$ cat src/design/lpdst_pkg.sv
package lpdst_pkg;

   localparam int ANGLE_COUNT = 360;
   localparam int MEAS_BYTES  = 5;
   localparam int MEAS_HELD   = MEAS_BYTES - 1;

   localparam int ANGLE_W     = 9;
   localparam int ANGLE_SUM_W = 10;
   localparam int DIST_W      = 16;
   localparam int QUAL_W      = 8;
   localparam int BYTE_W      = 8;
   localparam int QANGLE_W    = 16;
   localparam int QMIN_W      = 6;
   localparam int DMIN_W      = 14;
   localparam int HDR_CNT_W   = 3;
   localparam int PKT_CNT_W   = 3;
   localparam int PKT_IDX_W   = 2;
   localparam int CSR_IDX_W   = 8;
   localparam int CSR_DATA_W  = 16;
   localparam int LUT_DEPTH   = 256;

   // offset that makes the biased query angle congruent to the signed one
   localparam int QUERY_BIAS = (ANGLE_COUNT - ((QANGLE_W'(1) << (QANGLE_W - 1)) % ANGLE_COUNT))
                               % ANGLE_COUNT;

   localparam logic OP_BYTE    = 1'b0;
   localparam logic OP_QUERY   = 1'b1;
   localparam logic KIND_MEAS  = 1'b0;
   localparam logic KIND_QUERY = 1'b1;

   localparam logic [CSR_IDX_W-1:0] CSR_QUALITY_MIN       = 8'd0;
   localparam logic [CSR_IDX_W-1:0] CSR_DISTANCE_MIN      = 8'd1;
   localparam logic [CSR_IDX_W-1:0] CSR_FALLBACK_DISTANCE = 8'd2;
   localparam logic [CSR_IDX_W-1:0] CSR_FALLBACK_QUALITY  = 8'd3;

   localparam logic [QMIN_W-1:0]        QUALITY_MIN_RESET       = 6'd10;
   localparam logic [DMIN_W-1:0]        DISTANCE_MIN_RESET      = 14'd100;
   localparam logic signed [DIST_W-1:0] FALLBACK_DISTANCE_RESET = 16'sd0;
   localparam logic [QUAL_W-1:0]        FALLBACK_QUALITY_RESET  = 8'd0;

   typedef struct packed {
      logic [QMIN_W-1:0]        quality_min;
      logic [DMIN_W-1:0]        distance_min;
      logic signed [DIST_W-1:0] fallback_distance;
      logic [QUAL_W-1:0]        fallback_quality;
   } cfg_type;

   typedef struct packed {
      logic                     wr_en;
      logic                     rd_en;
      logic [ANGLE_W-1:0]       addr;
      logic signed [DIST_W-1:0] distance;
      logic [QUAL_W-1:0]        qual;
   } tbl_req_type;

   typedef struct packed {
      logic clearing;
      logic free;
   } tbl_stat_type;

   typedef struct packed {
      logic                     valid;
      logic                     kind;
      logic [ANGLE_W-1:0]       angle;
      logic signed [DIST_W-1:0] distance;
      logic [QUAL_W-1:0]        qual;
   } res_type;

   typedef logic [ANGLE_W-1:0] angle_lut_type [LUT_DEPTH];

   // residue of (high byte * 256 + bias) for the biased query angle
   function automatic angle_lut_type build_angle_lut();
      angle_lut_type lut;
      for (int i = 0; i < LUT_DEPTH; i++) begin
         lut[i] = ANGLE_W'((i * LUT_DEPTH + QUERY_BIAS) % ANGLE_COUNT);
      end
      return lut;
   endfunction

   localparam angle_lut_type ANGLE_LUT = build_angle_lut();

endpackage

$ cat src/design/lpdst_ifs.sv


interface lpdst_rsp_if;
   logic                                      valid;
   logic                                      ready;
   logic                                      result_kind;
   logic [lpdst_pkg::ANGLE_W-1:0]             angle_deg;
   logic signed [lpdst_pkg::DIST_W-1:0]       distance_mm;
   logic [lpdst_pkg::QUAL_W-1:0]              quality_level;
   modport source (output valid, result_kind, angle_deg, distance_mm, quality_level,
                   input ready);
   modport sink (input valid, result_kind, angle_deg, distance_mm, quality_level,
                 output ready);
endinterface


$ cat src/design/lpdst_out.sv
module lpdst_out (
   input  logic                clock,
   input  logic                reset,
   input  lpdst_pkg::res_type  res,
   output logic                take,
   lpdst_rsp_if.source         rsp_bus
);

   logic                                rsp_valid_ff, rsp_valid_in;
   logic                                rsp_kind_ff;
   logic [lpdst_pkg::ANGLE_W-1:0]       rsp_angle_ff;
   logic signed [lpdst_pkg::DIST_W-1:0] rsp_dist_ff;
   logic [lpdst_pkg::QUAL_W-1:0]        rsp_qual_ff;

   assign take         = res.valid && (!rsp_valid_ff || rsp_bus.ready);
   assign rsp_valid_in = take || (rsp_valid_ff && !rsp_bus.ready);

   assign rsp_bus.valid         = rsp_valid_ff;
   assign rsp_bus.result_kind   = rsp_kind_ff;
   assign rsp_bus.angle_deg     = rsp_angle_ff;
   assign rsp_bus.distance_mm   = rsp_dist_ff;
   assign rsp_bus.quality_level = rsp_qual_ff;

   always_ff @(posedge clock) begin
      if (reset) begin
         rsp_valid_ff <= 1'b0;
      end else begin
         rsp_valid_ff <= rsp_valid_in;
      end
   end

   always_ff @(posedge clock) begin
      if (take) begin
         rsp_kind_ff  <= res.kind;
         rsp_angle_ff <= res.angle;
         rsp_dist_ff  <= res.distance;
         rsp_qual_ff  <= res.qual;
      end
   end

endmodule

$ cat src/flat_wrapper.sv
// flat-port wrapper written by rule: the top's interface ports become plain ports
module lpdst_out_flat 
  (clock, reset, res, take, rsp_bus_valid, rsp_bus_result_kind, rsp_bus_angle_deg, rsp_bus_distance_mm, rsp_bus_quality_level, rsp_bus_ready);
  lpdst_rsp_if rsp_bus_i ();
  input  logic clock;
  input  logic reset;
  input  lpdst_pkg::res_type res;
  output logic take;
  output wire logic [$bits(rsp_bus_i.valid)-1:0] rsp_bus_valid;
  output wire logic [$bits(rsp_bus_i.result_kind)-1:0] rsp_bus_result_kind;
  output wire logic [$bits(rsp_bus_i.angle_deg)-1:0] rsp_bus_angle_deg;
  output wire logic [$bits(rsp_bus_i.distance_mm)-1:0] rsp_bus_distance_mm;
  output wire logic [$bits(rsp_bus_i.quality_level)-1:0] rsp_bus_quality_level;
  input wire logic [$bits(rsp_bus_i.ready)-1:0] rsp_bus_ready;
  assign rsp_bus_valid = rsp_bus_i.valid;
  assign rsp_bus_result_kind = rsp_bus_i.result_kind;
  assign rsp_bus_angle_deg = rsp_bus_i.angle_deg;
  assign rsp_bus_distance_mm = rsp_bus_i.distance_mm;
  assign rsp_bus_quality_level = rsp_bus_i.quality_level;
  assign rsp_bus_i.ready = rsp_bus_ready;
  lpdst_out u_core (.clock(clock), .reset(reset), .res(res), .take(take), .rsp_bus(rsp_bus_i));
endmodule
$ cat config.mk
export PLATFORM = sky130hd
export DESIGN_NAME = lpdst_out_flat
export DESIGN_NICKNAME = d
export VERILOG_FILES = /design/src/design/lpdst_pkg.sv /design/src/design/lpdst_ifs.sv /design/src/design/lpdst_out.sv /design/src/flat_wrapper.sv
export SDC_FILE = /design/constraint.sdc
export NUM_CORES = 1
export LEC_CHECK = 0
export ABC_AREA = 1
export BUFFER_PORTS_ARGS = -buffer_cell sky130_fd_sc_hd__buf_4
export CORE_ASPECT_RATIO = 1.1
export CORE_MARGIN = 4
export CORE_UTILIZATION = 37
export CTS_BUF_LIST = sky130_fd_sc_hd__clkbuf_4 sky130_fd_sc_hd__clkbuf_8
export DETAILED_ROUTE_END_ITERATION = 10
export PLACE_DENSITY = 0.78
export SLEW_MARGIN = 20
export SYNTH_ARGS = -nofsm -noshare
export SYNTH_HDL_FRONTEND = slang
export SYNTH_SLANG_ARGS = --single-unit
$ cat constraint.sdc
create_clock -name clock -period 2.44 [get_ports clock]
set_input_delay 0.366 -clock clock [delete_from_list [all_inputs] [get_ports clock]]
set_output_delay 0.366 -clock clock [all_outputs]
set_load 0.02 [all_outputs]
==> metrics <==
crit start category=flip-flop; Overflow after GRT=0; Cell Area, Synth=1070 um2; drt wl/cell=13.9 um; final setup margin=0.796 ns; DR iter-0 viols=15; simple-gate share of the synthesized area=0.585%; hold buffers post-CTS=0; Post-Synth XOR/XNOR Area=0%; Post-Synthesis Cells=40; Internal Dissipation=917 uW; residual DRC count=0; sequential power share=60.6%; number of setup violations in the final report=0; Crit path buffers/inverters=1; pin count of the biggest net entering global routing=14; TritonCTS clock tree=built; DR pass1 iterations=3; routability congestion estimate=0.610; vias post-DR=683; crit end category=primary output; Leak=0.751 nW; GRT Util Overall=13.1%; highest clock rate=608 MHz; post-synthesis compound-gate area fraction=1.29%; share of cells above drive strength 1=70.7%; Max Cap Violations=0; CTS buffer count=5; Clock Pin Slew Worst Setup and Hold Paths=0.09 ns; CP max stage cell=dfxtp_1; PwrDens=674 nW/um2; final hold viol count=0; Clock Path Buffers=2; Worst Max-Slew Pin Slew=0.379 ns; Combinational Power Share=14.0%; Starting Density=38.5%; final antenna diode count=0; RSZ-0062 raised after global routing=false; die area=3810 um2; fillers=202; # clock sinks=35; P_sw=256 uW; Adder-Cell Fraction of Synth Area=0%; clock root buffer=clkbuf_4; CP Class=flip-flop to primary output; antenna violations before repair=0; Net Sw Frac=21.8%; I/O Buffers=73; area of the core=2780 um2; post-DP HPWL=1.77 mm; Sum Neg Setup Slack=0 ns; H-Tree Depth=2; WHS=0.193 ns; crit-path leading delay family=flip-flops; area growth from synthesis to layout=63.0%; minimum clock period=1.64 ns; Post-DP Area=1680 um2; I/O Pins=74; slowest stage delay, CP=0.37 ns; Chip Height=64.4 um; fraction of synthesized area in multiplexers=0%; syn_area_per_cell=26.7 um2; number of global-route vias before repair=721; crit share post-route=67.4%; post-synthesis sequential area ratio=97.4%; Max VDD drop=0.486 mV; Critical Path Fanout Max=12; routed wire length=2.18 mm; crit path cell chain=a21oi_4, buf_4; largest family of logic cells by synthesized area=compound AO/OA/AOI/OAI gates; relative slew slack=74.7%; syn_nets=78; Post-CTS Setup Bufs=0; # resized after CTS=0; Slew Limit Fails=0; first-pass GRT wire length=3.39 mm; HP Class=primary input to flip-flop; Design Area, Final=1740 um2; Cell variety after synth=7; Setup WS pre-CTS=1.00 ns; fin nets=160; status=complete, no violations; vias per cell=4.38; Antenna Violating Nets Remaining=0; clock skew=0.0101 ns; final design utilization=62.7%; post-synthesis register bit count=35; Cell Rows=20; clock latency at the later pin of the worst-skew pair=0.32 ns; clock share of power=25.5%; WP data required=2.07 ns; Data arrival, critical path=1.28 ns; Die W=59.2 um; Yosys warning count=0
## worst paths after layout
| check | slack, ns | to | startpoint | cells past startpoint |
|---|---|---|---|---|
| setup / recovery | 0.80 | take | u_core.rsp_bus.valid$_SDFF_PP0_ | 2 |
| hold / removal | 0.19 | u_core.rsp_bus.valid$_SDFF_PP0_ | reset | 2 |
| setup reg to reg | 1.12 | u_core.rsp_bus.angle_deg[5]$_DFFE_PP_ | u_core.rsp_bus.valid$_SDFF_PP0_ | 2 |
| hold reg to reg | 0.54 | u_core.rsp_bus.valid$_SDFF_PP0_ | u_core.rsp_bus.valid$_SDFF_PP0_ | 2 |
## per-stage QoR
step           std cells  power [mW]
2_1_floorplan         40       0.785
3_3_place_gp         148       0.887
3_5_place_dp         148       0.892
4_1_cts              156        1.19
5_1_grt              156        1.23
6_report             156        1.17
## metal layers
metal	vias to the layer above	global-route usage, %	share of wire (%)
met3	6	10.9	21
met5	-	0	0
met2	58	18.0	45
li1	321	-	-
met4	0	8.50	2.5
met1	298	12.9	31
## power by group through the flow
stage / Clock [mW] / Sequential, mW / Combinational, mW
6_report: 0.299 / 0.711 / 0.164
5_1_grt: 0.345 / 0.715 / 0.175
4_1_cts: 0.313 / 0.712 / 0.167
3_5_place_dp: 0 / 0.725 / 0.167
3_3_place_gp: 0 / 0.723 / 0.163
2_1_floorplan: 0 / 0.770 / 0.0153
## cell type report
class                      instances  area, um2  share of cell area (%)
sequential                        35       1040                    59.8
timing repair buffer              75        563                    32.3
clock buffer                       7       52.6                    3.02
tap                               33       41.3                    2.37
multi-input combinational          3       31.3                    1.80
inverter                           2       7.51                   0.431
clock inverter                     1       5.00                   0.287
## flip-flops by register name (all words and copies together) (netlist names)
signal / count
u_core.rsp_bus.result_kind: 1
u_core.rsp_bus.distance_mm: 16
u_core.rsp_bus.angle_deg: 9
u_core.rsp_bus.quality_level: 8
u_core.rsp_bus.valid: 1
## worst reg2reg max path: stages, from the launching register on
cell	delay, ns
dfxtp_1	0.37
a21oi_4	0.37
buf_4	0.28
## cells in the final DEF (no fill, tap or decap)
cell	Yosys	routed
buf_4	0	75
dfxtp_1	1	1
inv_1	1	1
a21oi_2	1	1
edfxtp_1	34	34
a21oi_4	0	1
nand2_2	1	1
clkinv_2	0	1
inv_2	1	1
clkbuf_4	0	7
## kinds of logic (layout without fill, tap and decap cells)
kind of cell / count (synthesis) / in the layout
AOI/OAI and AO/OA: 2 / 2
buffers and inverters: 2 / 85
DFF: 35 / 35
and+or+nand+nor: 1 / 1
## cells in the mapped netlist
master,number,area [um2]
edfxtp_1,34,1020
a21oi_1,1,5.00
a21oi_2,1,8.76
dfxtp_1,1,20.0
inv_1,1,3.75
inv_2,1,3.75
nand2_2,1,6.26
Note: power is estimated with default switching activity, not from simulation.
