**src/design/lpdst_pkg.sv**
```systemverilog
package lpdst_pkg;

   localparam int ANGLE_COUNT = 360;
   localparam int MEAS_BYTES  = 5;
   localparam int MEAS_HELD   = MEAS_BYTES - 1;

   localparam int ANGLE_W     = 9;
   localparam int ANGLE_SUM_W = 10;
   localparam int DIST_W      = 16;
   localparam int QUAL_W      = 8;
   localparam int BYTE_W      = 8;
   localparam int QANGLE_W    = 16;
   localparam int QMIN_W      = 6;
   localparam int DMIN_W      = 14;
   localparam int HDR_CNT_W   = 3;
   localparam int PKT_CNT_W   = 3;
   localparam int PKT_IDX_W   = 2;
   localparam int CSR_IDX_W   = 8;
   localparam int CSR_DATA_W  = 16;
   localparam int LUT_DEPTH   = 256;

   // offset that makes the biased query angle congruent to the signed one
   localparam int QUERY_BIAS = (ANGLE_COUNT - ((QANGLE_W'(1) << (QANGLE_W - 1)) % ANGLE_COUNT))
                               % ANGLE_COUNT;

   localparam logic OP_BYTE    = 1'b0;
   localparam logic OP_QUERY   = 1'b1;
   localparam logic KIND_MEAS  = 1'b0;
   localparam logic KIND_QUERY = 1'b1;

   localparam logic [CSR_IDX_W-1:0] CSR_QUALITY_MIN       = 8'd0;
   localparam logic [CSR_IDX_W-1:0] CSR_DISTANCE_MIN      = 8'd1;
   localparam logic [CSR_IDX_W-1:0] CSR_FALLBACK_DISTANCE = 8'd2;
   localparam logic [CSR_IDX_W-1:0] CSR_FALLBACK_QUALITY  = 8'd3;

   localparam logic [QMIN_W-1:0]        QUALITY_MIN_RESET       = 6'd10;
   localparam logic [DMIN_W-1:0]        DISTANCE_MIN_RESET      = 14'd100;
   localparam logic signed [DIST_W-1:0] FALLBACK_DISTANCE_RESET = 16'sd0;
   localparam logic [QUAL_W-1:0]        FALLBACK_QUALITY_RESET  = 8'd0;

   typedef struct packed {
      logic [QMIN_W-1:0]        quality_min;
      logic [DMIN_W-1:0]        distance_min;
      logic signed [DIST_W-1:0] fallback_distance;
      logic [QUAL_W-1:0]        fallback_quality;
   } cfg_type;

   typedef struct packed {
      logic                     wr_en;
      logic                     rd_en;
      logic [ANGLE_W-1:0]       addr;
      logic signed [DIST_W-1:0] distance;
      logic [QUAL_W-1:0]        qual;
   } tbl_req_type;

   typedef struct packed {
      logic clearing;
      logic free;
   } tbl_stat_type;

   typedef struct packed {
      logic                     valid;
      logic                     kind;
      logic [ANGLE_W-1:0]       angle;
      logic signed [DIST_W-1:0] distance;
      logic [QUAL_W-1:0]        qual;
   } res_type;

   typedef logic [ANGLE_W-1:0] angle_lut_type [LUT_DEPTH];

   // residue of (high byte * 256 + bias) for the biased query angle
   function automatic angle_lut_type build_angle_lut();
      angle_lut_type lut;
      for (int i = 0; i < LUT_DEPTH; i++) begin
         lut[i] = ANGLE_W'((i * LUT_DEPTH + QUERY_BIAS) % ANGLE_COUNT);
      end
      return lut;
   endfunction

   localparam angle_lut_type ANGLE_LUT = build_angle_lut();

endpackage

```
**src/design/lpdst_ifs.sv**
```systemverilog


interface lpdst_csr_if;
   logic                                      valid;
   logic                                      ready;
   logic [lpdst_pkg::CSR_IDX_W-1:0]           index;
   logic [lpdst_pkg::CSR_DATA_W-1:0]          wdata;
   modport source (output valid, index, wdata, input ready);
   modport sink (input valid, index, wdata, output ready);
endinterface

```
**src/design/lpdst_csr.sv**
```systemverilog
module lpdst_csr (
   input  logic                clock,
   input  logic                reset,
   lpdst_csr_if.sink           csr_bus,
   output lpdst_pkg::cfg_type  cfg
);

   lpdst_pkg::cfg_type cfg_ff;
   lpdst_pkg::cfg_type cfg_in;
   logic               wr;

   assign csr_bus.ready = 1'b1;
   assign wr            = csr_bus.valid && csr_bus.ready;
   assign cfg           = cfg_ff;

   always_comb begin
      cfg_in = cfg_ff;
      if (wr) begin
         case (csr_bus.index)
            lpdst_pkg::CSR_QUALITY_MIN: begin
               cfg_in.quality_min = csr_bus.wdata[lpdst_pkg::QMIN_W-1:0];
            end
            lpdst_pkg::CSR_DISTANCE_MIN: begin
               cfg_in.distance_min = csr_bus.wdata[lpdst_pkg::DMIN_W-1:0];
            end
            lpdst_pkg::CSR_FALLBACK_DISTANCE: begin
               cfg_in.fallback_distance = signed'(csr_bus.wdata[lpdst_pkg::DIST_W-1:0]);
            end
            lpdst_pkg::CSR_FALLBACK_QUALITY: begin
               cfg_in.fallback_quality = csr_bus.wdata[lpdst_pkg::QUAL_W-1:0];
            end
            default: begin
               cfg_in = cfg_ff;
            end
         endcase
      end
   end

   always_ff @(posedge clock) begin
      if (reset) begin
         cfg_ff.quality_min       <= lpdst_pkg::QUALITY_MIN_RESET;
         cfg_ff.distance_min      <= lpdst_pkg::DISTANCE_MIN_RESET;
         cfg_ff.fallback_distance <= lpdst_pkg::FALLBACK_DISTANCE_RESET;
         cfg_ff.fallback_quality  <= lpdst_pkg::FALLBACK_QUALITY_RESET;
      end else begin
         cfg_ff <= cfg_in;
      end
   end

endmodule

```
**src/flat_wrapper.sv**
```systemverilog
// flat-port wrapper written by rule: the top's interface ports become plain ports
module lpdst_csr_flat 
  (clock, reset, cfg, csr_bus_valid, csr_bus_index, csr_bus_wdata, csr_bus_ready);
  lpdst_csr_if csr_bus_i ();
  input  logic clock;
  input  logic reset;
  output lpdst_pkg::cfg_type cfg;
  input wire logic [$bits(csr_bus_i.valid)-1:0] csr_bus_valid;
  input wire logic [$bits(csr_bus_i.index)-1:0] csr_bus_index;
  input wire logic [$bits(csr_bus_i.wdata)-1:0] csr_bus_wdata;
  output wire logic [$bits(csr_bus_i.ready)-1:0] csr_bus_ready;
  assign csr_bus_i.valid = csr_bus_valid;
  assign csr_bus_i.index = csr_bus_index;
  assign csr_bus_i.wdata = csr_bus_wdata;
  assign csr_bus_ready = csr_bus_i.ready;
  lpdst_csr u_core (.clock(clock), .reset(reset), .csr_bus(csr_bus_i), .cfg(cfg));
endmodule
```
**config.mk**
```make
export PLATFORM = sky130hd
export DESIGN_NAME = lpdst_csr_flat
export DESIGN_NICKNAME = d
export VERILOG_FILES = /design/src/design/lpdst_pkg.sv /design/src/design/lpdst_ifs.sv /design/src/design/lpdst_csr.sv /design/src/flat_wrapper.sv
export SDC_FILE = /design/constraint.sdc
export NUM_CORES = 1
export LEC_CHECK = 0
export ABC_AREA = 0
export BUFFER_PORTS_ARGS = -buffer_cell sky130_fd_sc_hd__buf_4
export CAP_MARGIN = 20
export CORE_UTILIZATION = 29
export CTS_BUF_LIST = sky130_fd_sc_hd__clkbuf_8 sky130_fd_sc_hd__clkbuf_16
export DETAILED_ROUTE_END_ITERATION = 10
export PLACE_DENSITY = 0.52
export SLEW_MARGIN = 0
export SYNTH_ARGS = -nofsm -noshare
export SYNTH_HDL_FRONTEND = slang
export SYNTH_SLANG_ARGS = --single-unit
export TNS_END_PERCENT = 20
```
**constraint.sdc**
```tcl
create_clock -name clock -period 3.2 [get_ports clock]
set_clock_uncertainty 0.05 [all_clocks]
set_input_delay 0.16 -clock clock [delete_from_list [all_inputs] [get_ports clock]]
set_output_delay 0.16 -clock clock [all_outputs]
set_load 0.005 [all_outputs]
```
==> flow_metrics.py <==
metrics = {
    "status": {
        "status": "finished, final reports clean",
    },
    "sta": {
        "setup_tns_ns": 0,
        "finalMaxSlewViolations": 0,
        "timing.slew.headroom_pct": 64.39,
        "fmax_mhz": 756.5,
        "setup-violations-final": 0,
        "fin_crit_sh_pct": 41.31,
        "tightestPinTransition_ns": 0.5335,
        "hold_violations": 0,
        "period_needed_ns": 1.322,
        "rsz0062_at_grt": "false",
    },
    "finish": {
        "fin_area_mm2": 0.002519,
        "n_fill_cell": 620,
        "largest_reg_flops": 44,
        "fin_nets": 266,
        "final_common_cell": "buf_4",
        "n_antenna_cell": 0,
        "fin_cells": 315,
        "syn_to_final_growth_pct": 35.01,
        "final_util_pct": 41.56,
        "layout-drive-gt1-share_pct": 34.17,
        "final_cell_mix": "buf_4, nand2b_1, mux2i_1, dfxtp_1, nor2_1",
    },
    "logic_synthesis": {
        "synthCells": 173,
        "yosysWarningCount": 0,
        "syn-cell-area_mm2": 0.001866,
        "synth_cell_type_count": 17,
        "avgSynthCellArea_um2": 10.78,
        "syn_nets": 200,
        "synth-seq-cells": 44,
        "synth-seq-area-share_pct": 47.22,
        "yosysTopAreaCell": "dfxtp_1",
        "synthTopCellsByArea": "dfxtp_1, mux2i_1, nand2b_1, nor2_1, clkbuf_1",
        "yosysTopAreaCellShare_pct": 47.22,
    },
    "pwr": {
        "p_seq_share_pct": 53.6,
        "switchingPower_mw": 0.2083,
        "powerDensity_mw_per_mm2": 405.6,
        "leakagePower_nw": 1.181,
        "p_clk_share_pct": 40.2,
        "comb_power_share_pct": 6.2,
        "ir_drop_v": 0.0001560,
        "internal_power_mw": 0.8133,
        "switching_share_pct": 20.39,
    },
    "critical_path": {
        "path_class": "in2reg",
        "startpoint": "csr_bus_index[5]",
        "end_kind": "flip-flop",
        "cpMaxStageDelayCell": "nand3_2",
        "path_depth": 4,
        "cp_num_buf_inv": 1,
        "ff2ff_path_depth": 2,
        "worstPathRequired_ns": 3.36,
        "r2r_start": "u_core.cfg[29]$_SDFFE_PP1P_",
        "cp_max_fo": 14,
        "cp_top_family": "simple AND/OR/NAND/NOR gates",
        "worstPathArrival_ns": 1.49,
        "slowest_delay_ns": 0.51,
        "path_cells": "buf_4, nor4_1, nand3_2, mux2i_1",
        "cp-start-kind": "input port",
    },
    "floorplan": {
        "core_mm2": 0.006061,
        "fp.dieH_um": 82.21,
        "fp.dieArea_mm2": 0.006758,
        "die_w_um": 82.21,
        "fp-row-count": 28,
        "pin_count": 72,
        "initial_utilization_pct": 30.78,
    },
    "drt": {
        "drt_iter0_drc": 63,
        "wl_um": 4032,
        "wl_per_cell_um": 12.80,
        "drt-pass1-iter-count": 4,
        "postRouteAntennaNets": 0,
        "drc": 0,
        "vias": 1371,
        "viasPerCell": 4.352,
    },
    "clocking": {
        "clk_pin_slew_worst_paths_ns": 0.08,
        "postCtsHoldBufs": 0,
        "cts_sinks": 44,
        "cts-root-buf": "clkbuf_8",
        "cts_tree": "built",
        "cts_buffers": 5,
        "h-tree-depth": 2,
        "post-cts-setup-buffers": 0,
        "post_cts_resized": 0,
        "clk_latency_ns": 0.29,
        "clockBufferDepth": 2,
    },
    "place": {
        "dp_cells": 307,
        "place.gp.congestion": 0.6346,
        "place_area_mm2": 0.002411,
        "port_buffers": 70,
        "hpwlAfterDp_um": 2696,
    },
    "flow_run": {
        "drv_cap": 0,
    },
    "hold_path": {
        "worstHoldStart": "csr_bus_wdata[14]",
        "hold_class": "in2reg",
        "worstHoldPathCells": 3,
    },
    "grt": {
        "grt_usage_pct": 12.74,
        "gr-total-overflow": 0,
        "grt_max_degree": 66,
        "antenna_found_initial": 0,
        "grt_pass1_vias": 1317,
        "grt_pass1_wl_um": 6327,
    },
}
==> power by group through the flow <==
stage	Combinational (mW)	Clock (mW)	Sequential, mW
final	0.0635	0.410	0.548
after global routing	0.0700	0.456	0.548
after CTS	0.0647	0.433	0.548
after detailed placement	0.0645	0	0.561
after global placement	0.0651	0	0.561
after floorplan	0.0319	0	0.561
==> cell type report <==
type	count	area, um2	share of cell area (%)
clock inverter	3	38.79	1.540
multi-input combinational	117	903.4	35.87
tap	75	93.84	3.726
clock buffer	5	68.82	2.732
sequential	44	880.8	34.97
timing repair buffer	71	533.0	21.16
==> final timing paths <==
path / endpoint / slack, ns
max: u_core.cfg[34]$_SDFFE_PP0P_ / 1.88
min reg2reg: u_core.cfg[42]$_SDFFE_PP0P_ / 0.43
max reg2reg: u_core.cfg[29]$_SDFFE_PP1P_ / 2.53
min: u_core.cfg[22]$_SDFFE_PP0P_ / 0.09
==> per-layer routing <==
layer | track usage (%) | routed length, um | part of all wire, %
met1 | 16.14 | 1884 | 47
met2 | 20.17 | 1853 | 46
met4 | 5.263 | 48 | 1.2
met5 | 0 | 0 | 0
met3 | 3.626 | 246 | 6.1
==> cell families after synthesis <==
kind of cell / synth area share [%]
AND/OR/NAND/NOR: 24.61
other: 0.2010
flip-flops: 47.22
multiplexers: 23.61
buffers and inverters: 4.360
==> stage by stage <==
step	total power, mW	hold WS, ns	setup slack [ns]
global placement	0.6260	0.3700	1.630
finish	1.022	0.08517	1.878
floorplan	0.5928	0.2653	1.910
CTS	1.046	0.06923	1.888
detailed placement	0.6254	0.3788	1.573
global route	1.074	0.07028	1.742
==> worst reg2reg max path: cells and delay by family, from the launching register on <==
family / cells / cell delay, ns
muxes: 1 / 0.08
and+or+nand+nor: 1 / 0.10
DFF: 1 / 0.32
==> cell usage after synthesis <==
cell type	instances
and3b_2	1
and4b_1	1
nor4b_4	1
nand3_2	1
dfxtp_1	44
nand2b_1	55
buf_2	1
buf_4	1
nor3_1	1
nor4_1	1
nand4_2	1
clkbuf_1	7
nor2_1	10
buf_6	2
conb_1	1
mux2i_1	44
buf_12	1
Power figures use the tool's default switching activity.
