### src/design/lpdst_pkg.sv
package lpdst_pkg;

   localparam int ANGLE_COUNT = 360;
   localparam int MEAS_BYTES  = 5;
   localparam int MEAS_HELD   = MEAS_BYTES - 1;

   localparam int ANGLE_W     = 9;
   localparam int ANGLE_SUM_W = 10;
   localparam int DIST_W      = 16;
   localparam int QUAL_W      = 8;
   localparam int BYTE_W      = 8;
   localparam int QANGLE_W    = 16;
   localparam int QMIN_W      = 6;
   localparam int DMIN_W      = 14;
   localparam int HDR_CNT_W   = 3;
   localparam int PKT_CNT_W   = 3;
   localparam int PKT_IDX_W   = 2;
   localparam int CSR_IDX_W   = 8;
   localparam int CSR_DATA_W  = 16;
   localparam int LUT_DEPTH   = 256;

   // offset that makes the biased query angle congruent to the signed one
   localparam int QUERY_BIAS = (ANGLE_COUNT - ((QANGLE_W'(1) << (QANGLE_W - 1)) % ANGLE_COUNT))
                               % ANGLE_COUNT;

   localparam logic OP_BYTE    = 1'b0;
   localparam logic OP_QUERY   = 1'b1;
   localparam logic KIND_MEAS  = 1'b0;
   localparam logic KIND_QUERY = 1'b1;

   localparam logic [CSR_IDX_W-1:0] CSR_QUALITY_MIN       = 8'd0;
   localparam logic [CSR_IDX_W-1:0] CSR_DISTANCE_MIN      = 8'd1;
   localparam logic [CSR_IDX_W-1:0] CSR_FALLBACK_DISTANCE = 8'd2;
   localparam logic [CSR_IDX_W-1:0] CSR_FALLBACK_QUALITY  = 8'd3;

   localparam logic [QMIN_W-1:0]        QUALITY_MIN_RESET       = 6'd10;
   localparam logic [DMIN_W-1:0]        DISTANCE_MIN_RESET      = 14'd100;
   localparam logic signed [DIST_W-1:0] FALLBACK_DISTANCE_RESET = 16'sd0;
   localparam logic [QUAL_W-1:0]        FALLBACK_QUALITY_RESET  = 8'd0;

   typedef struct packed {
      logic [QMIN_W-1:0]        quality_min;
      logic [DMIN_W-1:0]        distance_min;
      logic signed [DIST_W-1:0] fallback_distance;
      logic [QUAL_W-1:0]        fallback_quality;
   } cfg_type;

   typedef struct packed {
      logic                     wr_en;
      logic                     rd_en;
      logic [ANGLE_W-1:0]       addr;
      logic signed [DIST_W-1:0] distance;
      logic [QUAL_W-1:0]        qual;
   } tbl_req_type;

   typedef struct packed {
      logic clearing;
      logic free;
   } tbl_stat_type;

   typedef struct packed {
      logic                     valid;
      logic                     kind;
      logic [ANGLE_W-1:0]       angle;
      logic signed [DIST_W-1:0] distance;
      logic [QUAL_W-1:0]        qual;
   } res_type;

   typedef logic [ANGLE_W-1:0] angle_lut_type [LUT_DEPTH];

   // residue of (high byte * 256 + bias) for the biased query angle
   function automatic angle_lut_type build_angle_lut();
      angle_lut_type lut;
      for (int i = 0; i < LUT_DEPTH; i++) begin
         lut[i] = ANGLE_W'((i * LUT_DEPTH + QUERY_BIAS) % ANGLE_COUNT);
      end
      return lut;
   endfunction

   localparam angle_lut_type ANGLE_LUT = build_angle_lut();

endpackage

### src/design/lpdst_ifs.sv
interface lpdst_req_if;
   logic                                      valid;
   logic                                      ready;
   logic                                      operation;
   logic [lpdst_pkg::BYTE_W-1:0]              byte_value;
   logic signed [lpdst_pkg::QANGLE_W-1:0]     query_angle;
   modport source (output valid, operation, byte_value, query_angle, input ready);
   modport sink (input valid, operation, byte_value, query_angle, output ready);
endinterface


### src/design/lpdst_decode.sv
module lpdst_decode #(
   parameter int HEADER_BYTES = 7
) (
   input  logic                     clock,
   input  logic                     reset,
   lpdst_req_if.sink                req_bus,
   input  lpdst_pkg::cfg_type       cfg,
   input  lpdst_pkg::tbl_stat_type  tbl_stat,
   output lpdst_pkg::tbl_req_type   tbl_req
);

   logic                                  s1_valid_ff, s1_valid_in;
   logic                                  s1_op_ff;
   logic [lpdst_pkg::BYTE_W-1:0]          s1_byte_ff;
   logic signed [lpdst_pkg::QANGLE_W-1:0] s1_angle_ff;

   logic [lpdst_pkg::HDR_CNT_W-1:0]       hdr_ff, hdr_in;
   logic [lpdst_pkg::PKT_CNT_W-1:0]       pkt_ff, pkt_in;
   logic [lpdst_pkg::BYTE_W-1:0]          pkt_bytes_ff [lpdst_pkg::MEAS_HELD];

   logic                                  accept;
   logic                                  s1_go;
   logic                                  byte_go;
   logic                                  in_header;
   logic                                  in_packet;
   logic                                  meas_done;

   logic [lpdst_pkg::QMIN_W-1:0]          quality;
   logic [lpdst_pkg::ANGLE_W-1:0]         angle_field;
   logic [lpdst_pkg::ANGLE_W-1:0]         meas_angle;
   logic [lpdst_pkg::DMIN_W-1:0]          dist_raw;
   logic signed [lpdst_pkg::DIST_W-1:0]   meas_dist;

   logic [lpdst_pkg::QANGLE_W-1:0]        q_biased;
   logic [lpdst_pkg::ANGLE_SUM_W-1:0]     q_sum;
   logic [lpdst_pkg::ANGLE_W-1:0]         q_angle;

   assign req_bus.ready = !tbl_stat.clearing && (!s1_valid_ff || tbl_stat.free);
   assign accept        = req_bus.valid && req_bus.ready;
   assign s1_go         = s1_valid_ff && tbl_stat.free;
   assign s1_valid_in   = accept || (s1_valid_ff && !s1_go);

   assign byte_go   = s1_go && (s1_op_ff == lpdst_pkg::OP_BYTE);
   assign in_header = hdr_ff < lpdst_pkg::HDR_CNT_W'(HEADER_BYTES);
   assign in_packet = pkt_ff < lpdst_pkg::PKT_CNT_W'(lpdst_pkg::MEAS_HELD);
   assign meas_done = byte_go && !in_header && !in_packet;

   // measurement fields
   assign quality     = pkt_bytes_ff[0][lpdst_pkg::BYTE_W-1:2];
   assign angle_field = {pkt_bytes_ff[2], pkt_bytes_ff[1][lpdst_pkg::BYTE_W-1]};
   assign dist_raw    = {s1_byte_ff, pkt_bytes_ff[3][lpdst_pkg::BYTE_W-1:2]};

   always_comb begin
      if (angle_field == '0) begin
         meas_angle = '0;
      end else if ({1'b0, angle_field} <= lpdst_pkg::ANGLE_SUM_W'(lpdst_pkg::ANGLE_COUNT)) begin
         meas_angle = lpdst_pkg::ANGLE_W'(lpdst_pkg::ANGLE_SUM_W'(lpdst_pkg::ANGLE_COUNT)
                                          - {1'b0, angle_field});
      end else begin
         meas_angle = lpdst_pkg::ANGLE_W'(lpdst_pkg::ANGLE_SUM_W'(2 * lpdst_pkg::ANGLE_COUNT)
                                          - {1'b0, angle_field});
      end
   end

   always_comb begin
      if (quality < cfg.quality_min || dist_raw < cfg.distance_min) begin
         meas_dist = cfg.fallback_distance;
      end else begin
         meas_dist = signed'({2'b00, dist_raw});
      end
   end

   // query angle: bias to unsigned, table for the high byte, one fold
   assign q_biased = {~s1_angle_ff[lpdst_pkg::QANGLE_W-1], s1_angle_ff[lpdst_pkg::QANGLE_W-2:0]};
   assign q_sum    = {1'b0, lpdst_pkg::ANGLE_LUT[q_biased[lpdst_pkg::QANGLE_W-1:lpdst_pkg::BYTE_W]]}
                     + lpdst_pkg::ANGLE_SUM_W'(q_biased[lpdst_pkg::BYTE_W-1:0]);

   always_comb begin
      if (q_sum >= lpdst_pkg::ANGLE_SUM_W'(lpdst_pkg::ANGLE_COUNT)) begin
         q_angle = lpdst_pkg::ANGLE_W'(q_sum - lpdst_pkg::ANGLE_SUM_W'(lpdst_pkg::ANGLE_COUNT));
      end else begin
         q_angle = lpdst_pkg::ANGLE_W'(q_sum);
      end
   end

   always_comb begin
      tbl_req.wr_en    = meas_done;
      tbl_req.rd_en    = s1_go && (s1_op_ff == lpdst_pkg::OP_QUERY);
      tbl_req.addr     = (s1_op_ff == lpdst_pkg::OP_QUERY) ? q_angle : meas_angle;
      tbl_req.distance = meas_dist;
      tbl_req.qual     = lpdst_pkg::QUAL_W'(quality);
   end

   always_comb begin
      hdr_in = hdr_ff;
      pkt_in = pkt_ff;
      if (byte_go) begin
         if (in_header) begin
            hdr_in = hdr_ff + 1'b1;
         end else if (in_packet) begin
            pkt_in = pkt_ff + 1'b1;
         end else begin
            pkt_in = '0;
         end
      end
   end

   always_ff @(posedge clock) begin
      if (reset) begin
         s1_valid_ff <= 1'b0;
         hdr_ff      <= '0;
         pkt_ff      <= '0;
      end else begin
         s1_valid_ff <= s1_valid_in;
         hdr_ff      <= hdr_in;
         pkt_ff      <= pkt_in;
      end
   end

   always_ff @(posedge clock) begin
      if (accept) begin
         s1_op_ff    <= req_bus.operation;
         s1_byte_ff  <= req_bus.byte_value;
         s1_angle_ff <= req_bus.query_angle;
      end
      if (byte_go && !in_header && in_packet) begin
         pkt_bytes_ff[pkt_ff[lpdst_pkg::PKT_IDX_W-1:0]] <= s1_byte_ff;
      end
   end

endmodule

### src/flat_wrapper.sv
// flat-port wrapper written by rule: the top's interface ports become plain ports
module lpdst_decode_flat 
#(
   parameter int HEADER_BYTES = 7
)
  (clock, reset, cfg, tbl_stat, tbl_req, req_bus_valid, req_bus_operation, req_bus_byte_value, req_bus_query_angle, req_bus_ready);
  lpdst_req_if req_bus_i ();
  input  logic clock;
  input  logic reset;
  input  lpdst_pkg::cfg_type cfg;
  input  lpdst_pkg::tbl_stat_type tbl_stat;
  output lpdst_pkg::tbl_req_type tbl_req;
  input wire logic [$bits(req_bus_i.valid)-1:0] req_bus_valid;
  input wire logic [$bits(req_bus_i.operation)-1:0] req_bus_operation;
  input wire logic [$bits(req_bus_i.byte_value)-1:0] req_bus_byte_value;
  input wire logic [$bits(req_bus_i.query_angle)-1:0] req_bus_query_angle;
  output wire logic [$bits(req_bus_i.ready)-1:0] req_bus_ready;
  assign req_bus_i.valid = req_bus_valid;
  assign req_bus_i.operation = req_bus_operation;
  assign req_bus_i.byte_value = req_bus_byte_value;
  assign req_bus_i.query_angle = req_bus_query_angle;
  assign req_bus_ready = req_bus_i.ready;
  lpdst_decode #(.HEADER_BYTES(HEADER_BYTES)) u_core (.clock(clock), .reset(reset), .req_bus(req_bus_i), .cfg(cfg), .tbl_stat(tbl_stat), .tbl_req(tbl_req));
endmodule
### config.mk
export PLATFORM = sky130hd
export DESIGN_NAME = lpdst_decode_flat
export DESIGN_NICKNAME = d
export VERILOG_FILES = /design/src/design/lpdst_pkg.sv /design/src/design/lpdst_ifs.sv /design/src/design/lpdst_decode.sv /design/src/flat_wrapper.sv
export SDC_FILE = /design/constraint.sdc
export NUM_CORES = 1
export LEC_CHECK = 0
export ABC_AREA = 1
export BUFFER_PORTS_ARGS = -buffer_cell sky130_fd_sc_hd__clkbuf_2
export CORE_UTILIZATION = 30
export DETAILED_ROUTE_END_ITERATION = 8
export PLACE_DENSITY_LB_ADDON = 0.12
export SLEW_MARGIN = 25
export SYNTH_ARGS = -nofsm -noshare
export SYNTH_HDL_FRONTEND = slang
export SYNTH_SLANG_ARGS = --single-unit
### constraint.sdc
create_clock -name clock -period 4.3 [get_ports clock]
set_input_delay 0 -clock clock [delete_from_list [all_inputs] [get_ports clock]]
set_output_delay 0 -clock clock [all_outputs]
set_load 0.02 [all_outputs]
==> out/results.tsv, run 1 <==
metric	value	unit
status	completed	
area of the multi-input gates	0.003118	mm2
Initial Util	0.3064	
storage element area	0.001521	mm2
Clock Latency Late Sink	0.30	ns
switching power	0.0005461	W
WL final	17060	um
Startpoint Class	flip-flop	
grt total ovfl	0	
FF-to-FF Start	u_core.s1_op_ff	
initial antenna violation count	0	
Max-Cap Viols	0	
die width	131.9	um
Fmax achieved	249.0	MHz
Detailed Routing Iterations Pass 1	5	
Hold Crit Class	input port to flip-flop	
drt wl/cell	15.70	um
fin crit period	4.015	ns
Synth-to-Final Area Change	26.49	%
P per Cell Area	241.7	mW/mm2
Arr. time, crit path	4.02	ns
I/O pin cnt	110	
initial detailed-routing violation count	415	
leakage	3.101	nW
port bufs	99	
Hold Startpoint	tbl_stat[0]	
first-pass GRT wire length	27890	um
CP required	4.30	ns
vias in the first global route	5560	
Via density	5.168	
Syn. warnings	0	
worst setup path category	flip-flop to primary output	
Core Area	0.01652	mm2
Die H	131.9	um
Worst R2R End	u_core.pkt_bytes_ff[2][6]	
top_reg_cell synth	edfxtp_1	
Clk pwr share	0.280	
#FFs+latches synth	53	
Num CTS Buffers	5	
reg2reg path depth	5	
CTS Root Cell	clkbuf_16	
Slew headroom	0.5905	
clock slew at reported path FFs	0.08	ns
fin nets	981	
final worst slack	0.2846	ns
total chip power	0.001548	W
CP endpoint kind	primary output	
Switching Share	0.3528	
ANT cells	0	
asr flop ratio synth	0	
post-synthesis cell count	732	
GR Layer Usage met2	0.3342	
GRT Util Overall	0.1988	
fraction of layout cells with a size suffix above 1	0.2122	
Pins Over Slew Limit	0	
VDD IR-drop max	150.5	uV
Least-Margin Pin Slew	0.6120	ns
global routing's busiest layer	met2	
RD Place Congestion	0.9248	
die area	0.01740	mm2
final setup vio count	0	
Hold Fails Final Rpt	0	
Clock Skews	0.01236	ns
CTS Sinks	53	
EDFF count, synth	46	
HPWL after detailed placement	13170	um
Fillers	1754	
crit share post-route	0.9338	
Hold Path End	u_core.s1_valid_ff	
Clock Path Buffers	2	
Avg Inst Size Synth	6.917	um2
met3 usage	0.02922	
post-synth cell types	49	
CTS tree	built	
internal power	0.001002	W
DRT antenna net count	0	
pre-CTS setup slack	0.3664	ns
Seq pwr share	0.377	
Hold Path Cell Cnt	4	
largest net degree at the start of global routing	39	
Comb pwr share	0.343	
CTS H-Tree Depth	2	
met1 layer usage reported by global route	0.2594	
Fin Hold WS	0.1078	ns
r2r setup slk	2.10	ns
Mapped Area	0.005064	mm2
register area share after synthesis	0.3005	
row cnt	47	
CP max FO	7	
routed vias	5618	
Remaining DRCs	0	
-- synthesized netlist by cell type, types with 2 or more instances --
cell	n	share of area
nor4_1	2	0.0025
edfxtp_1	46	0.27
or2_2	3	0.0037
dfxtp_1	7	0.028
buf_6	2	0.0044
a211oi_1	2	0.0030
o221ai_1	10	0.017
buf_4	4	0.0059
nor3_1	10	0.0099
a22oi_1	2	0.0030
xor2_1	4	0.0069
nand4_1	5	0.0062
buf_1	3	0.0022
o311ai_0	3	0.0052
o22ai_1	7	0.0086
o211ai_1	12	0.018
buf_2	9	0.0089
a31oi_1	6	0.0074
ha_1	40	0.099
o21ai_0	55	0.054
nor2_1	45	0.033
a21oi_1	56	0.055
inv_2	5	0.0037
clkbuf_1	12	0.0089
and3_1	2	0.0025
xnor2_1	3	0.0052
nand3_1	58	0.057
inv_1	80	0.059
nand3_2	2	0.0040
o31ai_1	3	0.0044
a221oi_1	2	0.0035
nand2_2	13	0.016
o2111ai_1	2	0.0035
nand2_1	202	0.15
-- registers in the layout, indices dropped and copies added (netlist names) --
name / flops
u_core.s1_valid_ff: 1
u_core.pkt_bytes_ff: 21
u_core.pkt_ff: 3
u_core.s1_angle_ff: 16
u_core.hdr_ff: 3
u_core.s1_op_ff: 1
u_core.s1_byte_ff: 8
-- per-stage QoR --
step	setup TNS [ns]	util	std cells	cell area, um2
CTS	0	0.3845	1086	6354
global placement	0	0.3594	1052	5939
detailed placement	0	0.3594	1052	5939
finish	0	0.3876	1087	6405
floorplan	0	-	733	5067
global route	-0.1083	0.3876	1087	6405
-- logic make-up after synthesis --
kind of cell	share of synthesized area
adders and majority gates	0.1028
and+or+nand+nor	0.2936
AOI/OAI and AO/OA	0.1962
buffers and inverters	0.09414
other	0.0007406
DFF	0.3005
xor gates and xnor gates	0.01211
-- critical path, cell delays in order, from the launching register on --
cell      delay [ns]
edfxtp_1        0.41
inv_2           0.12
ha_2            0.33
nand2_1         0.15
buf_4           0.17
nand2_1         0.05
a221oi_1        0.26
o221ai_1        0.20
nand3_1         0.10
nand3_1         0.10
o21ai_2         0.10
ha_1            0.30
a21oi_1         0.16
nand2_1         0.10
xnor2_1         0.17
nor2_1          0.09
o21ai_0         0.08
o21ai_1         0.17
nand3_4         0.16
nand2_4         0.11
nand2_1         0.06
nand2_1         0.06
nand2_1         0.05
nand2_1         0.07
buf_2           0.16
-- layer usage --
metal | vias to the layer above | part of all wire
met2 | 264 | 0.46
met4 | 0 | 0.021
met1 | 2559 | 0.45
met3 | 29 | 0.071
li1 | 2766 | -
met5 | - | 0
-- final cells by class --
type                       count  area share
clock inverter                 3    0.004493
clock buffer                   5     0.01954
multi-input combinational    564      0.4868
timing repair buffer         156      0.1582
tap                          220     0.04298
inverter                      86     0.05040
sequential                    53      0.2375
-- worst max-delay path by stage --
| stage | from | to | slack [ns] | depth (start not counted) |
|---|---|---|---|---|
| global route | u_core.s1_angle_ff[9] | tbl_req[31] | -0.06 | 24 |
| floorplan | u_core.s1_angle_ff[9] | tbl_req[31] | 0.73 | 22 |
| global placement | u_core.s1_angle_ff[9] | tbl_req[31] | 0.34 | 24 |
| detailed placement | u_core.s1_angle_ff[10] | tbl_req[27] | 0.37 | 22 |
| CTS | u_core.s1_angle_ff[8] | tbl_req[31] | 0.02 | 24 |
| finish | u_core.s1_angle_ff[9] | tbl_req[31] | 0.28 | 24 |
-- repair_timing --
action                                 in CTS  in global routing
hold buffers                               26                  0
gates resized for setup                     0                 29
setup endpoints to repair                   0                  6
endpoints found under the hold margin      28                  0
setup buffers                               0                  1
-- power by group through the flow --
stage | clock [W] | combinational [W] | sequential [W]
after detailed placement | 0 | 0.000498 | 0.000596
final | 0.000433 | 0.000531 | 0.000584
after global routing | 0.000466 | 0.000591 | 0.000586
after global placement | 0 | 0.000498 | 0.000596
after floorplan | 0 | 0.000333 | 0.000591
after CTS | 0.000451 | 0.000519 | 0.000585
-- placed cells by master, fill, tap and decap left out, drive strengths merged, types with 6 or more instances in the layout --
cell | netlist | final
nor3 | 10 | 10
buf | 18 | 33
nand2 | 215 | 215
nor2 | 47 | 47
ha | 40 | 40
o221ai | 10 | 10
clkbuf | 12 | 102
dfxtp | 7 | 7
dlygate4sd3 | 0 | 26
o22ai | 7 | 7
edfxtp | 46 | 46
a21oi | 56 | 56
o211ai | 12 | 12
o21ai | 57 | 57
inv | 85 | 87
nand3 | 61 | 61
a31oi | 6 | 6
(Power assumes the default switching activity.)
==> run 2: changes to the inputs <==
--- a/config.mk
+++ b/config.mk
@@ -7,6 +7,7 @@
 export LEC_CHECK = 0
 export ABC_AREA = 1
 export BUFFER_PORTS_ARGS = -buffer_cell sky130_fd_sc_hd__clkbuf_2
+export CORE_ASPECT_RATIO = 1.75
 export CORE_UTILIZATION = 30
 export DETAILED_ROUTE_END_ITERATION = 8
 export PLACE_DENSITY_LB_ADDON = 0.12
==> out/results.tsv, run 2 (synthesis gave the netlist of run 1 again) <==
metric	value	unit	change
status	completed		
dpl cell area	0.005887	mm2	-0.88%
CP max FO	10		+3
crit share post-route	0.9247		-0.009094
Met3 Routed Length	756	um	-37%
M1 wire length	6058	um	-21%
Final Cell Area	0.006474	mm2	+1.1%
most common cell after layout, fill and taps aside	nand2_1		
vias in the first global route	5855		+5.3%
Core Area	0.01645	mm2	-0.48%
grt total ovfl	0		unchanged
Fillers	1824		+4.0%
clock slew at reported path FFs	0.07	ns	about the same
Hold Crit Class	input port to flip-flop		
Clock Skews	0.004718	ns	-0.007646 ns
Detailed Routing Iterations Pass 1	5		unchanged
CP required	4.30	ns	about the same
first-pass GRT wire length	28710	um	+2.9%
VDD IR-drop max	245.5	uV	+63%
Max-Cap Viols	0		unchanged
Slew headroom	0.4057		-0.1848
GRT Util Overall	0.2119		+0.01311
WL final	18120	um	+6.2%
Top Layer Used	met4		
initial antenna violation count	0		unchanged
Initial Util	0.3079		+0.001469
Least-Margin Pin Slew	0.8875	ns	+0.2755 ns
Fmax achieved	251.5	MHz	+0.98%
final setup vio count	0		unchanged
Pins Over Slew Limit	0		unchanged
CP endpoint kind	primary output		
CP startpoint	u_core.s1_angle_ff[8]		
CTS H-Tree Depth	2		unchanged
CTS Sinks	53		unchanged
fraction of layout cells with a size suffix above 1	0.2234		+0.01115
r2r setup slk	2.12	ns	+0.02 ns
fin nets	978		-0.31%
pre-CTS setup slack	0.2511	ns	-0.1152 ns
Synth-to-Final Area Change	27.85	%	
die area	0.01742	mm2	+0.12%
RD Place Congestion	0.9905		+7.1%
Clock Path Buffers	2		unchanged
CTS tree	built		
CTS Root Cell	clkbuf_16		
port bufs	99		unchanged
HPWL after detailed placement	14190	um	+7.8%
DRT antenna net count	0		unchanged
crit path capture	tbl_req[31]		
initial detailed-routing violation count	231		-44%
Die H	173.9	um	+32%
Remaining DRCs	0		unchanged
row cnt	62		+32%
Detail Route met2 WL	10040	um	+29%
leakage	3.114	nW	+0.45%
FF-to-FF Start	u_core.s1_op_ff		
worst setup path category	flip-flop to primary output		
reg2reg path depth	5		unchanged
fin crit period	3.976	ns	-0.03911 ns
P per Cell Area	250.2	mW/mm2	+3.5%
Via density	5.199		+0.60%
Startpoint Class	flip-flop		
Clock Latency Late Sink	0.30	ns	about the same
Hold Fails Final Rpt	0		unchanged
I/O pin cnt	110		unchanged
Hold Path Cell Cnt	2		-2
die width	100.2	um	-24%
Largest register FFs	21		unchanged
final worst slack	0.3237	ns	+0.03911 ns
Num CTS Buffers	5		unchanged
drt wl/cell	16.66	um	+6.1%
Arr. time, crit path	3.98	ns	-0.04 ns
routed vias	5657		+0.69%
ANT cells	0		unchanged
Worst R2R End	u_core.pkt_bytes_ff[2][5]		
most frequent cells in the layout	nand2_1, clkbuf_2, inv_1		
largest net degree at the start of global routing	39		unchanged
## run 2: cell types whose count changed in the layout (fill, tap and decap cells not counted), sizes merged
cell / previous run / this run
buf: 33 / 31
clkbuf: 102 / 103
clkinv: 2 / 1
inv: 87 / 86
## run 2: worst max-delay path: stages, from the launching register on
cell	delay, ns
edfxtp_1	0.40
buf_4	0.19
ha_1	0.22
inv_2	0.12
nand2_2	0.09
nand2_1	0.11
nand2_1	0.06
o21ai_0	0.11
a21oi_1	0.10
o32ai_1	0.34
o21ai_2	0.15
ha_2	0.21
fa_2	0.55
inv_1	0.07
ha_1	0.22
nor3_2	0.21
xnor2_1	0.14
nand2_1	0.07
nand2_1	0.05
nand2_1	0.04
nand2_1	0.06
buf_2	0.16
## run 2: metal layers
layer  track usage  vias up
li1              -     2768
met1        0.2037     2598
met2        0.4038      223
met3       0.01734       68
met4        0.1600        0
met5             0        -
## run 2: timing repair
action,4_1_cts,5_1_grt
pin swaps,0,7
setup endpoints to repair,6,6
gates resized for setup,4,41
endpoints found under the hold margin,28,0
hold buffers,26,0
buffers inserted,0,4
## run 2: power by group
group	internal [W]	total, W	switching (W)
clock	0.000289	0.000486	0.000196
sequential	0.000571	0.000585	0.0000142
combinational	0.000213	0.000549	0.000336
## run 2: stage by stage
step / TNS, ns / util / hold slack [ns] / instances / power [W]
finish: 0 / 0.3936 / 0.1160 / 1088 / 0.001620
global route: -0.009234 / 0.3936 / 0.1405 / 1088 / 0.001711
CTS: 0 / 0.3850 / 0.1187 / 1084 / 0.001607
detailed placement: 0 / 0.3580 / 0.1786 / 1050 / 0.001092
global placement: 0 / 0.3580 / 0.1764 / 1050 / 0.001088
floorplan: 0 / - / 0.06907 / 733 / 0.0009243
## run 2: worst min-delay path by stage
| stage | start | slack (ns) | to |
|---|---|---|---|
| floorplan | reset | 0.07 | u_core.pkt_ff[1] |
| global placement | req_bus_query_angle[7] | 0.18 | u_core.s1_angle_ff[7] |
| detailed placement | req_bus_query_angle[0] | 0.18 | u_core.s1_angle_ff[0] |
| CTS | tbl_stat[1] | 0.12 | u_core.s1_op_ff |
| global route | tbl_stat[1] | 0.14 | u_core.s1_op_ff |
| finish | tbl_stat[1] | 0.12 | u_core.s1_op_ff |
## run 2: final cells by class
cell class	count	area, um2	share of cell area
Inverter	86	322.8	0.04986
Timing Repair Buffer	153	983.4	0.1519
Clock inverter	1	8.758	0.001353
Clock buffer	7	175.2	0.02706
Tap cell	224	280.3	0.04329
Multi-Input combinational cell	564	3182	0.4915
Sequential cell	53	1521	0.2350
